`src/sv/rps_pkg.sv`:
```
package rps_pkg;

	// default depth of the profile table
	localparam int PROFILE_DEPTH_DEF = 16;

	// reset value of the band margin register
	localparam logic [7:0] MARGIN_RESET = 8'd5;

	// command codes on the input channel
	localparam logic [2:0] CMD_TICK    = 3'd0;
	localparam logic [2:0] CMD_LOAD    = 3'd1;
	localparam logic [2:0] CMD_START   = 3'd2;
	localparam logic [2:0] CMD_STOP    = 3'd3;
	localparam logic [2:0] CMD_SET_SP  = 3'd4;
	localparam logic [2:0] CMD_SET_DUR = 3'd5;

	// entries in the queue between front and back
	localparam int QUEUE_DEPTH = 2;
	localparam int QUEUE_AW    = 1;

	// decoded operation
	typedef enum logic [2:0] {
		OP_NOP,
		OP_TICK,
		OP_LOAD,
		OP_START,
		OP_STOP,
		OP_SET_SP,
		OP_SET_DUR
	} op_t;

	// heater band codes
	typedef enum logic [2:0] {
		BAND_NONE   = 3'd0,
		BAND_FULL   = 3'd1,
		BAND_INCR   = 3'd2,
		BAND_REDUCE = 3'd3,
		BAND_AT_SP  = 3'd4
	} band_t;

	// one decoded request as it travels through the queue
	typedef struct packed {
		op_t                op;
		logic [31:0]        now_ms;
		logic signed [16:0] therm_temp;
		logic [15:0]        entry_temp;
		logic [31:0]        entry_time;
		logic               entry_last;
		logic [31:0]        set_value;
	} rps_item_t;

endpackage

```
`src/sv/reflow_profile_sequencer_core.sv`:
```
// Reflow profile sequencer.
// Input channel (in_valid/in_ready): one request per item, cmd selects tick,
// profile load, start, stop, set setpoint or set duration. Every request,
// including unused command codes, produces exactly one result.
// Output channel (out_valid/out_ready): run state, segment timer state, step
// index, current setpoint and duration, and the heater band for ticks that
// find a segment running (zero otherwise).
// Config channel (cfg_valid/cfg_ready): writes band_margin; always ready.
// Write it only while no request is in flight.
// Path: a taken request is written into the queue; the execute stage takes
// it from the queue head and registers the result, which drives out_valid.
// Throughput: one request per cycle while results are taken; the execute
// stage updates all state at once; the profile table is prefetched for the
// next segment. When the receiver stalls, the result register holds and the
// two-entry queue absorbs up to two more requests before in_ready drops.
// Reset clears the run state, counters and setpoint/duration and sets
// band_margin to 5. The profile table is not cleared; load it before a run
// uses it. No startup pass is needed, requests are taken right after reset.
module reflow_profile_sequencer_core #(
	parameter int PROFILE_DEPTH = rps_pkg::PROFILE_DEPTH_DEF
) (
	input  logic               clk,
	input  logic               arst_n,
	input  logic               in_valid,
	output logic               in_ready,
	input  logic [2:0]         cmd,
	input  logic [31:0]        now_ms,
	input  logic signed [16:0] therm_temp,
	input  logic [15:0]        entry_temp,
	input  logic [31:0]        entry_time,
	input  logic               entry_last,
	input  logic [31:0]        set_value,
	input  logic               cfg_valid,
	output logic               cfg_ready,
	input  logic [7:0]         band_margin,
	output logic               out_valid,
	input  logic               out_ready,
	output logic               oven_on,
	output logic               timer_running,
	output logic [4:0]         step_index,
	output logic [15:0]        setpoint_temp,
	output logic [31:0]        duration_ms,
	output logic [2:0]         heater_band
);
	import rps_pkg::*;

	rps_item_t push_item;
	rps_item_t head_item;
	logic      q_push;
	logic      q_full;
	logic      q_pop;
	logic      q_not_empty;

	assign cfg_ready = 1'b1;

	// front: classify and enqueue
	rps_front u_front (
		.in_valid   (in_valid),
		.in_ready   (in_ready),
		.cmd        (cmd),
		.now_ms     (now_ms),
		.therm_temp (therm_temp),
		.entry_temp (entry_temp),
		.entry_time (entry_time),
		.entry_last (entry_last),
		.set_value  (set_value),
		.q_full     (q_full),
		.q_push     (q_push),
		.q_item     (push_item)
	);

	// decoupling queue
	rps_queue u_queue (
		.clk       (clk),
		.arst_n    (arst_n),
		.push      (q_push),
		.push_item (push_item),
		.full      (q_full),
		.pop       (q_pop),
		.not_empty (q_not_empty),
		.head      (head_item)
	);

	// back: execute and hold the result
	rps_back #(
		.PROFILE_DEPTH (PROFILE_DEPTH)
	) u_back (
		.clk           (clk),
		.arst_n        (arst_n),
		.q_valid       (q_not_empty),
		.q_item        (head_item),
		.q_pop         (q_pop),
		.cfg_valid     (cfg_valid && cfg_ready),
		.band_margin   (band_margin),
		.out_valid     (out_valid),
		.out_ready     (out_ready),
		.oven_on       (oven_on),
		.timer_running (timer_running),
		.step_index    (step_index),
		.setpoint_temp (setpoint_temp),
		.duration_ms   (duration_ms),
		.heater_band   (heater_band)
	);

endmodule

```
`src/sv/rps_front.sv`:
```
module rps_front (
	input  logic               in_valid,
	output logic               in_ready,
	input  logic [2:0]         cmd,
	input  logic [31:0]        now_ms,
	input  logic signed [16:0] therm_temp,
	input  logic [15:0]        entry_temp,
	input  logic [31:0]        entry_time,
	input  logic               entry_last,
	input  logic [31:0]        set_value,
	input  logic               q_full,
	output logic               q_push,
	output rps_pkg::rps_item_t q_item
);
	import rps_pkg::*;

	op_t op;

	// classify the command; unused codes become a no-op that still gives a result
	always_comb begin
		case (cmd)
			CMD_TICK:    op = OP_TICK;
			CMD_LOAD:    op = OP_LOAD;
			CMD_START:   op = OP_START;
			CMD_STOP:    op = OP_STOP;
			CMD_SET_SP:  op = OP_SET_SP;
			CMD_SET_DUR: op = OP_SET_DUR;
			default:     op = OP_NOP;
		endcase
	end

	// accept whenever the queue has room
	assign in_ready = !q_full;
	assign q_push   = in_valid && !q_full;

	always_comb begin
		q_item            = '0;
		q_item.op         = op;
		q_item.now_ms     = now_ms;
		q_item.therm_temp = therm_temp;
		q_item.entry_temp = entry_temp;
		q_item.entry_time = entry_time;
		q_item.entry_last = entry_last;
		q_item.set_value  = set_value;
	end

endmodule

```
`src/sv/rps_queue.sv`:
```
module rps_queue (
	input  logic               clk,
	input  logic               arst_n,
	input  logic               push,
	input  rps_pkg::rps_item_t push_item,
	output logic               full,
	input  logic               pop,
	output logic               not_empty,
	output rps_pkg::rps_item_t head
);
	import rps_pkg::*;

	localparam int CNT_W = $clog2(QUEUE_DEPTH + 1);

	rps_item_t            slot_q [QUEUE_DEPTH];
	logic [QUEUE_AW-1:0]  wr_ptr_q;
	logic [QUEUE_AW-1:0]  rd_ptr_q;
	logic [CNT_W-1:0]     cnt_q;

	assign full      = (cnt_q == CNT_W'(QUEUE_DEPTH));
	assign not_empty = (cnt_q != '0);
	assign head      = slot_q[rd_ptr_q];

	// storage
	always_ff @(posedge clk) begin
		if (push) begin
			slot_q[wr_ptr_q] <= push_item;
		end
	end

	// pointers and fill count
	always_ff @(posedge clk or negedge arst_n) begin
		if (!arst_n) begin
			wr_ptr_q <= '0;
			rd_ptr_q <= '0;
			cnt_q    <= '0;
		end else begin
			if (push) begin
				wr_ptr_q <= (wr_ptr_q == QUEUE_AW'(QUEUE_DEPTH - 1)) ? '0 : wr_ptr_q + 1'b1;
			end
			if (pop) begin
				rd_ptr_q <= (rd_ptr_q == QUEUE_AW'(QUEUE_DEPTH - 1)) ? '0 : rd_ptr_q + 1'b1;
			end
			case ({push, pop})
				2'b10:   cnt_q <= cnt_q + 1'b1;
				2'b01:   cnt_q <= cnt_q - 1'b1;
				default: cnt_q <= cnt_q;
			endcase
		end
	end

	a_no_overflow: assert property (@(posedge clk) disable iff (!arst_n)
		full |-> !push)
		else $error("queue push while full");

	a_no_underflow: assert property (@(posedge clk) disable iff (!arst_n)
		pop |-> not_empty)
		else $error("queue pop while empty");

	a_count_bound: assert property (@(posedge clk) disable iff (!arst_n)
		cnt_q <= CNT_W'(QUEUE_DEPTH))
		else $error("queue count out of range");

endmodule

```
`src/sv/rps_back.sv`:
```
module rps_back #(
	parameter int PROFILE_DEPTH = rps_pkg::PROFILE_DEPTH_DEF
) (
	input  logic               clk,
	input  logic               arst_n,
	input  logic               q_valid,
	input  rps_pkg::rps_item_t q_item,
	output logic               q_pop,
	input  logic               cfg_valid,
	input  logic [7:0]         band_margin,
	output logic               out_valid,
	input  logic               out_ready,
	output logic               oven_on,
	output logic               timer_running,
	output logic [4:0]         step_index,
	output logic [15:0]        setpoint_temp,
	output logic [31:0]        duration_ms,
	output logic [2:0]         heater_band
);
	import rps_pkg::*;

	localparam int AW = (PROFILE_DEPTH > 1) ? $clog2(PROFILE_DEPTH) : 1;
	localparam int CW = $clog2(PROFILE_DEPTH + 1);

	// sequencer state
	logic          run_q, run_d;
	logic          seg_q, seg_d;
	logic [CW-1:0] len_q, len_d;
	logic [CW-1:0] cnt_q, cnt_d;
	logic [AW-1:0] lp_q, lp_d;
	logic [15:0]   tgt_q, tgt_d;
	logic [31:0]   dur_q, dur_d;
	logic [31:0]   start_q, start_d;
	logic [7:0]    margin_q;

	// profile table and its prefetched read of the next segment
	logic [47:0]   mem [PROFILE_DEPTH];
	logic [47:0]   mem_rd_q;
	logic          byp_q;
	logic [47:0]   byp_data_q;
	logic [47:0]   entry;
	logic          mem_we;
	logic [47:0]   mem_wdata;
	logic [AW-1:0] rd_idx;

	// output register
	logic          out_valid_q;
	band_t         band_d;
	band_t         band_q;
	logic          fire;

	// band compare values
	logic signed [17:0] temp_x;
	logic signed [17:0] sp_x;
	logic signed [17:0] lo_x;
	logic [31:0]        elapsed;

	assign fire  = q_valid && (!out_valid_q || out_ready);
	assign q_pop = fire;
	assign entry = byp_q ? byp_data_q : mem_rd_q;

	assign temp_x  = {q_item.therm_temp[16], q_item.therm_temp};
	assign sp_x    = $signed({2'b00, tgt_q});
	assign lo_x    = sp_x - $signed({10'd0, margin_q});
	assign elapsed = q_item.now_ms - start_q;

	// next-state logic for the request at the head of the queue
	always_comb begin
		run_d     = run_q;
		seg_d     = seg_q;
		len_d     = len_q;
		cnt_d     = cnt_q;
		lp_d      = lp_q;
		tgt_d     = tgt_q;
		dur_d     = dur_q;
		start_d   = start_q;
		band_d    = BAND_NONE;
		mem_we    = 1'b0;
		mem_wdata = {q_item.entry_temp, q_item.entry_time};
		if (fire) begin
			case (q_item.op)
				OP_TICK: begin
					if (run_q) begin
						if (seg_q) begin
							// band is taken before the expiry check
							if (temp_x < lo_x)       band_d = BAND_FULL;
							else if (temp_x < sp_x)  band_d = BAND_INCR;
							else if (temp_x > sp_x)  band_d = BAND_REDUCE;
							else                     band_d = BAND_AT_SP;
							if (elapsed > dur_q) begin
								seg_d = 1'b0;
							end
						end else if (len_q != '0 && cnt_q < len_q) begin
							tgt_d   = entry[47:32];
							dur_d   = entry[31:0];
							start_d = q_item.now_ms;
							seg_d   = 1'b1;
							cnt_d   = cnt_q + 1'b1;
						end else if (len_q != '0) begin
							run_d = 1'b0;
							seg_d = 1'b0;
							cnt_d = '0;
						end
					end
				end
				OP_LOAD: begin
					mem_we = 1'b1;
					if (q_item.entry_last) begin
						len_d = CW'(lp_q) + 1'b1;
						lp_d  = '0;
					end else begin
						lp_d = (lp_q == AW'(PROFILE_DEPTH - 1)) ? '0 : lp_q + 1'b1;
					end
				end
				OP_START: run_d = 1'b1;
				OP_STOP: begin
					run_d = 1'b0;
					seg_d = 1'b0;
					cnt_d = '0;
				end
				OP_SET_SP:  tgt_d = q_item.set_value[15:0];
				OP_SET_DUR: dur_d = q_item.set_value;
				default: ;
			endcase
		end
	end

	assign rd_idx = cnt_d[AW-1:0];

	// table write and prefetch of the entry for the next segment count
	always_ff @(posedge clk) begin
		if (mem_we) begin
			mem[lp_q] <= mem_wdata;
		end
		if (cnt_d < CW'(PROFILE_DEPTH)) begin
			mem_rd_q <= mem[rd_idx];
		end
		byp_q      <= mem_we && (lp_q == rd_idx);
		byp_data_q <= mem_wdata;
	end

	// sequencer state registers
	always_ff @(posedge clk or negedge arst_n) begin
		if (!arst_n) begin
			run_q    <= 1'b0;
			seg_q    <= 1'b0;
			len_q    <= '0;
			cnt_q    <= '0;
			lp_q     <= '0;
			tgt_q    <= '0;
			dur_q    <= '0;
			start_q  <= '0;
			margin_q <= MARGIN_RESET;
		end else begin
			run_q   <= run_d;
			seg_q   <= seg_d;
			len_q   <= len_d;
			cnt_q   <= cnt_d;
			lp_q    <= lp_d;
			tgt_q   <= tgt_d;
			dur_q   <= dur_d;
			start_q <= start_d;
			if (cfg_valid) begin
				margin_q <= band_margin;
			end
		end
	end

	// result register
	always_ff @(posedge clk or negedge arst_n) begin
		if (!arst_n) begin
			out_valid_q <= 1'b0;
		end else if (fire) begin
			out_valid_q <= 1'b1;
		end else if (out_ready) begin
			out_valid_q <= 1'b0;
		end
	end

	always_ff @(posedge clk) begin
		if (fire) begin
			band_q <= band_d;
		end
	end

	assign out_valid     = out_valid_q;
	assign oven_on       = run_q;
	assign timer_running = seg_q;
	assign step_index    = 5'(cnt_q);
	assign setpoint_temp = tgt_q;
	assign duration_ms   = dur_q;
	assign heater_band   = band_q;

	a_seg_needs_run: assert property (@(posedge clk) disable iff (!arst_n)
		seg_q |-> run_q)
		else $error("segment running without an active run");

	a_stop_clears: assert property (@(posedge clk) disable iff (!arst_n)
		(fire && q_item.op == OP_STOP) |=> (!run_q && !seg_q && cnt_q == '0))
		else $error("stop did not clear the run");

	a_count_bound: assert property (@(posedge clk) disable iff (!arst_n)
		(cnt_q <= CW'(PROFILE_DEPTH)) && (len_q <= CW'(PROFILE_DEPTH)))
		else $error("segment count or length beyond table depth");

	a_activation: assert property (@(posedge clk) disable iff (!arst_n)
		(fire && q_item.op == OP_TICK && run_q && !seg_q && len_q != '0 && cnt_q < len_q)
		|=> (seg_q && start_q == $past(q_item.now_ms)))
		else $error("segment activation did not latch start time");

endmodule

```
`config.mk`:
```
export PLATFORM = sky130hd
export DESIGN_NAME = reflow_profile_sequencer_core
export DESIGN_NICKNAME = d
export VERILOG_FILES = /design/src/sv/rps_pkg.sv /design/src/sv/reflow_profile_sequencer_core.sv /design/src/sv/rps_front.sv /design/src/sv/rps_queue.sv /design/src/sv/rps_back.sv
export SDC_FILE = /design/constraint.sdc
export NUM_CORES = 2
export LEC_CHECK = 0
export BUFFER_PORTS_ARGS = -buffer_cell sky130_fd_sc_hd__buf_2
export CAP_MARGIN = 10
export CELL_PAD_IN_SITES_DETAIL_PLACEMENT = 1
export CELL_PAD_IN_SITES_GLOBAL_PLACEMENT = 1
export CORE_UTILIZATION = 56
export DETAILED_ROUTE_END_ITERATION = 8
export MAX_ROUTING_LAYER = met4
export PLACE_DENSITY_LB_ADDON = 0.15
export SETUP_SLACK_MARGIN = 0.5
export SLEW_MARGIN = 20
export SYNTH_ARGS = -nofsm -noshare
export SYNTH_HDL_FRONTEND = slang
export SYNTH_HIERARCHICAL = 1
export SYNTH_SLANG_ARGS = --single-unit
```
`constraint.sdc`:
```
create_clock -name clk -period 14.9 [get_ports clk]
set_input_delay 0.745 -clock clk [delete_from_list [all_inputs] [get_ports clk]]
set_output_delay 0.745 -clock clk [all_outputs]
set_load 0.02 [all_outputs]
```
==> out/results.tsv <==
stage	metric	value	unit
power_and_ir_drop	Peak VDD IR	0.0001585	V
global_routing	initial antenna violation count	3	
timing	Final min period	7040	ps
timing	Hold Fails Final Rpt	0	
critical_path	delay-heaviest family, CP	buffers and inverters	
logic_synthesis	synth warn	6	
timing	setup TNS	0	ps
logic_synthesis	Post-Syn Instances	3752	
power_and_ir_drop	Net Sw Frac	34.92	%
placement	final RePlAce weighted congestion	0.8292	
clocking	TritonCTS Buffers	130	
layout	area growth from synthesis to layout	10.18	%
floorplanning	die area	95390	µm²
route	DRT antenna net count	0	
global_routing	grt total ovfl	0	
logic_synthesis	Synth Cell Area	52730	µm²
logic_synthesis	sequential area share after synthesis	68.83	%
logic_synthesis	Post-synth top cells	1,085 x edfxtp_1, 704 x nand2_1, 204 x and3_1, 154 x mux2_2, 146 x mux2i_1	
critical_path	Largest stage delay, worst path	1070	ps
route	drt drc	0	
critical_path	Worst EP arrival	7540	ps
timing	relative slew slack	21.25	%
route	Via-to-Cell Ratio	6.119	
logic_synthesis	synthesized flop and latch total	1243	
timing	count of final max-slew check failures	0	
critical_path	Crit path top cell by count	buf_4	
logic_synthesis	Area contributors post-synth	edfxtp_1 62%, dfrtp_1 5.1%, nand2_1 5.0%	
power_and_ir_drop	cell internal pwr	8069	µW
critical_path	CP bufs+invs	4	
route	final WL	143.1	mm
critical_path	CP max stage cell	dfrtp_4	
timing	hold slack	68.28	ps
floorplanning	Initial Util	56.50	%
floorplanning	core footprint	93330	µm²
global_routing	largest net degree at the start of global routing	193	
global_routing	first-pass GRT wire length	211.7	mm
logic_synthesis	post-synth top area share	61.79	%
power_and_ir_drop	leak pwr	0.02152	µW
logic_synthesis	Most used DFF post-synth	edfxtp_1	
timing	RSZ-0062 raised after global routing	false	
status	status	completed	
clocking	clk buf depth	3	
clocking	clock sinks	1243	
logic_synthesis	Synth cell types	78	
global_routing	vias in the first global route	34070	
critical_path	critical path type	reg -> reg	
clocking	Clock Latency Late Sink	740	ps
clocking	H-tree depth	4	
power_and_ir_drop	PwrDens	213.4	nW/µm²
logic_synthesis	most common cell in the synthesized netlist	edfxtp_1	
floorplanning	Die W	308.9	µm
global_routing	gr usage total	31.15	%
layout	final layout net count	4072	
logic_synthesis	number of flops mapped to enable cells by yosys	1085	
hold_path	Hold Crit Class	in -> async	
clocking	clock-pin slew on the worst setup and hold paths	60	ps
logic_synthesis	syn avg cell area	14.05	µm²
timing	period utilization	47.25	%
layout	share of post-route cells with drive strength above 1	17.59	%
power_and_ir_drop	Clk network pwr share	25.9	%
logic_synthesis	synthesized net count	4013	
route	Iter 0 DRT Violations	2659	
timing	Setup Skew	26.91	ps
clocking	Root Driver	clkbuf_16	
layout	fillers	8736	
critical_path	nature of the critical path startpoint	register	
critical_path	Critical Path End Type	register	
placement	post-detailed-placement half-perimeter wirelength	80.37	mm
clocking	setup bufs post-CTS	0	
power_and_ir_drop	sw power	4330	µW
flow_run	Max-cap violations	0	
critical_path	cells along the critical path	buf_4, mux2_2, nor3_2, nor3b_4, a31oi_4, inv_8, buf_4, buf_4, mux2i_1, mux2_2, o32ai_1, a221o_1	
timing	Setup violations, final	0	
clocking	post-CTS resize count	0	
critical_path	Worst Path Required	15400	ps
logic_synthesis	Synth area leader	edfxtp_1	
power_and_ir_drop	register share of total power	39.3	%
floorplanning	die height	308.9	µm
route	vias	31660	
route	First-pass DRT Iterations	6	
floorplanning	I/O pins	207	
floorplanning	FP Rows	112	
clocking	CTS Hold Bufs	0	
route	DR WL/cell	27.65	µm
placement	PortBufs	205	
timing	f_max	0.1420	GHz
power_and_ir_drop	Design Power	12400	µW
critical_path	worst-path maximum fanout	140	
logic_synthesis	fraction of registers with async set/reset	8.769	%
power_and_ir_drop	Comb power frac	34.9	%
timing	Worst Tran Pin Value	1181	ps
clocking	TritonCTS clock tree	built	
==> placed cells by master, fill, tap and decap left out, types with 17 or more instances in the layout <==
cell       instances
edfxtp_1        1085
nand2_1          700
buf_2            204
and3_1           196
mux2_2           154
mux2i_1          146
clkbuf_16        133
inv_1            119
o21ai_0          116
ha_1             113
a31oi_1          106
dfrtp_1          106
a21oi_1           61
mux2_4            60
o32ai_1           48
a221o_1           48
dfxtp_1           48
clkbuf_1          41
buf_4             37
nor2_1            35
xnor2_1           33
a21o_1            22
nor2b_1           20
nand4_1           17
o211ai_1          17
==> metrics by stage <==
step	utilization (%)	std cells	cell area (µm²)	setup slack, ps
2_1_floorplan	-	3752	52730	7712
6_report	62.25	5175	58100	7860
3_3_place_gp	57.73	4933	53880	8239
3_5_place_dp	57.73	4933	53880	7976
4_1_cts	62.24	5172	58080	7934
5_1_grt	62.25	5175	58100	7491
==> layout make-up <==
class / count / area (µm²) / area share [%]
Inverter: 124 / 478.0 / 0.8226
Timing Repair Buffer: 244 / 1350 / 2.324
Clock buffer: 190 / 3702 / 6.372
Tap cell: 1254 / 1569 / 2.700
Clock inverter: 49 / 500.5 / 0.8614
Multi-Input combinational cell: 2068 / 14200 / 24.43
Antenna cell: 3 / 7.507 / 0.01292
Sequential cell: 1243 / 36300 / 62.47
==> kinds of logic after synthesis <==
kind of cell             count (synthesis)  share of synthesized area, %
flip-flops                            1243                         68.83
buffers and inverters                  441                         4.525
XOR/XNOR                                49                        0.8139
other                                    1                      0.007112
AO/OA/AOI/OAI                          480                         6.195
adder cells (fa/ha/maj)                115                         2.757
multiplexers                           360                         7.769
AND/OR/NAND/NOR                       1063                         9.107
==> per-layer routing <==
layer / track usage (%) / wire, µm / vias to the layer above
met5: - / 0 / -
met3: 4.309 / 8253 / 284
met1: 38.43 / 57570 / 16400
li1: - / - / 13850
met4: 10.58 / 4352 / 0
met2: 52.92 / 72900 / 1126
==> final timing paths <==
check	startpoint	slack (ps)	end	depth (start not counted)
hold / removal	arst_n	70	u_back/margin_q[3]	1
setup reg to reg	u_queue/rd_ptr_q	7860	u_back/mem_rd_q[30]	12
min in group clk	entry_time[25]	180	u_queue/slot_q[0][58]	1
hold reg to reg	u_queue/cnt_q[1]	490	u_queue/cnt_q[1]	1
max in group asynchronous	arst_n	13440	u_back/duration_ms[22]	2
setup / recovery	u_queue/rd_ptr_q	7860	u_back/mem_rd_q[30]	12
==> power by group through the flow <==
stage	Combinational [µW]	Sequential [µW]	Clock [µW]
floorplan	2990	4910	0
global placement	4010	4900	0
detailed placement	4250	4940	0
CTS	4310	4880	3250
global route	4720	4910	3360
finish	4320	4870	3210
==> state kept, by name, indices dropped and copies added (netlist names), 8 cells and up <==
name and count:
u_back/duration_ms 32, u_back/byp_data_q 48, u_back/mem_rd_q 48, u_back/setpoint_temp 16, u_queue/slot_q 266, u_back/margin_q 8
u_back/mem 768, u_back/start_q 32
Note: power is estimated with default switching activity, not from simulation.
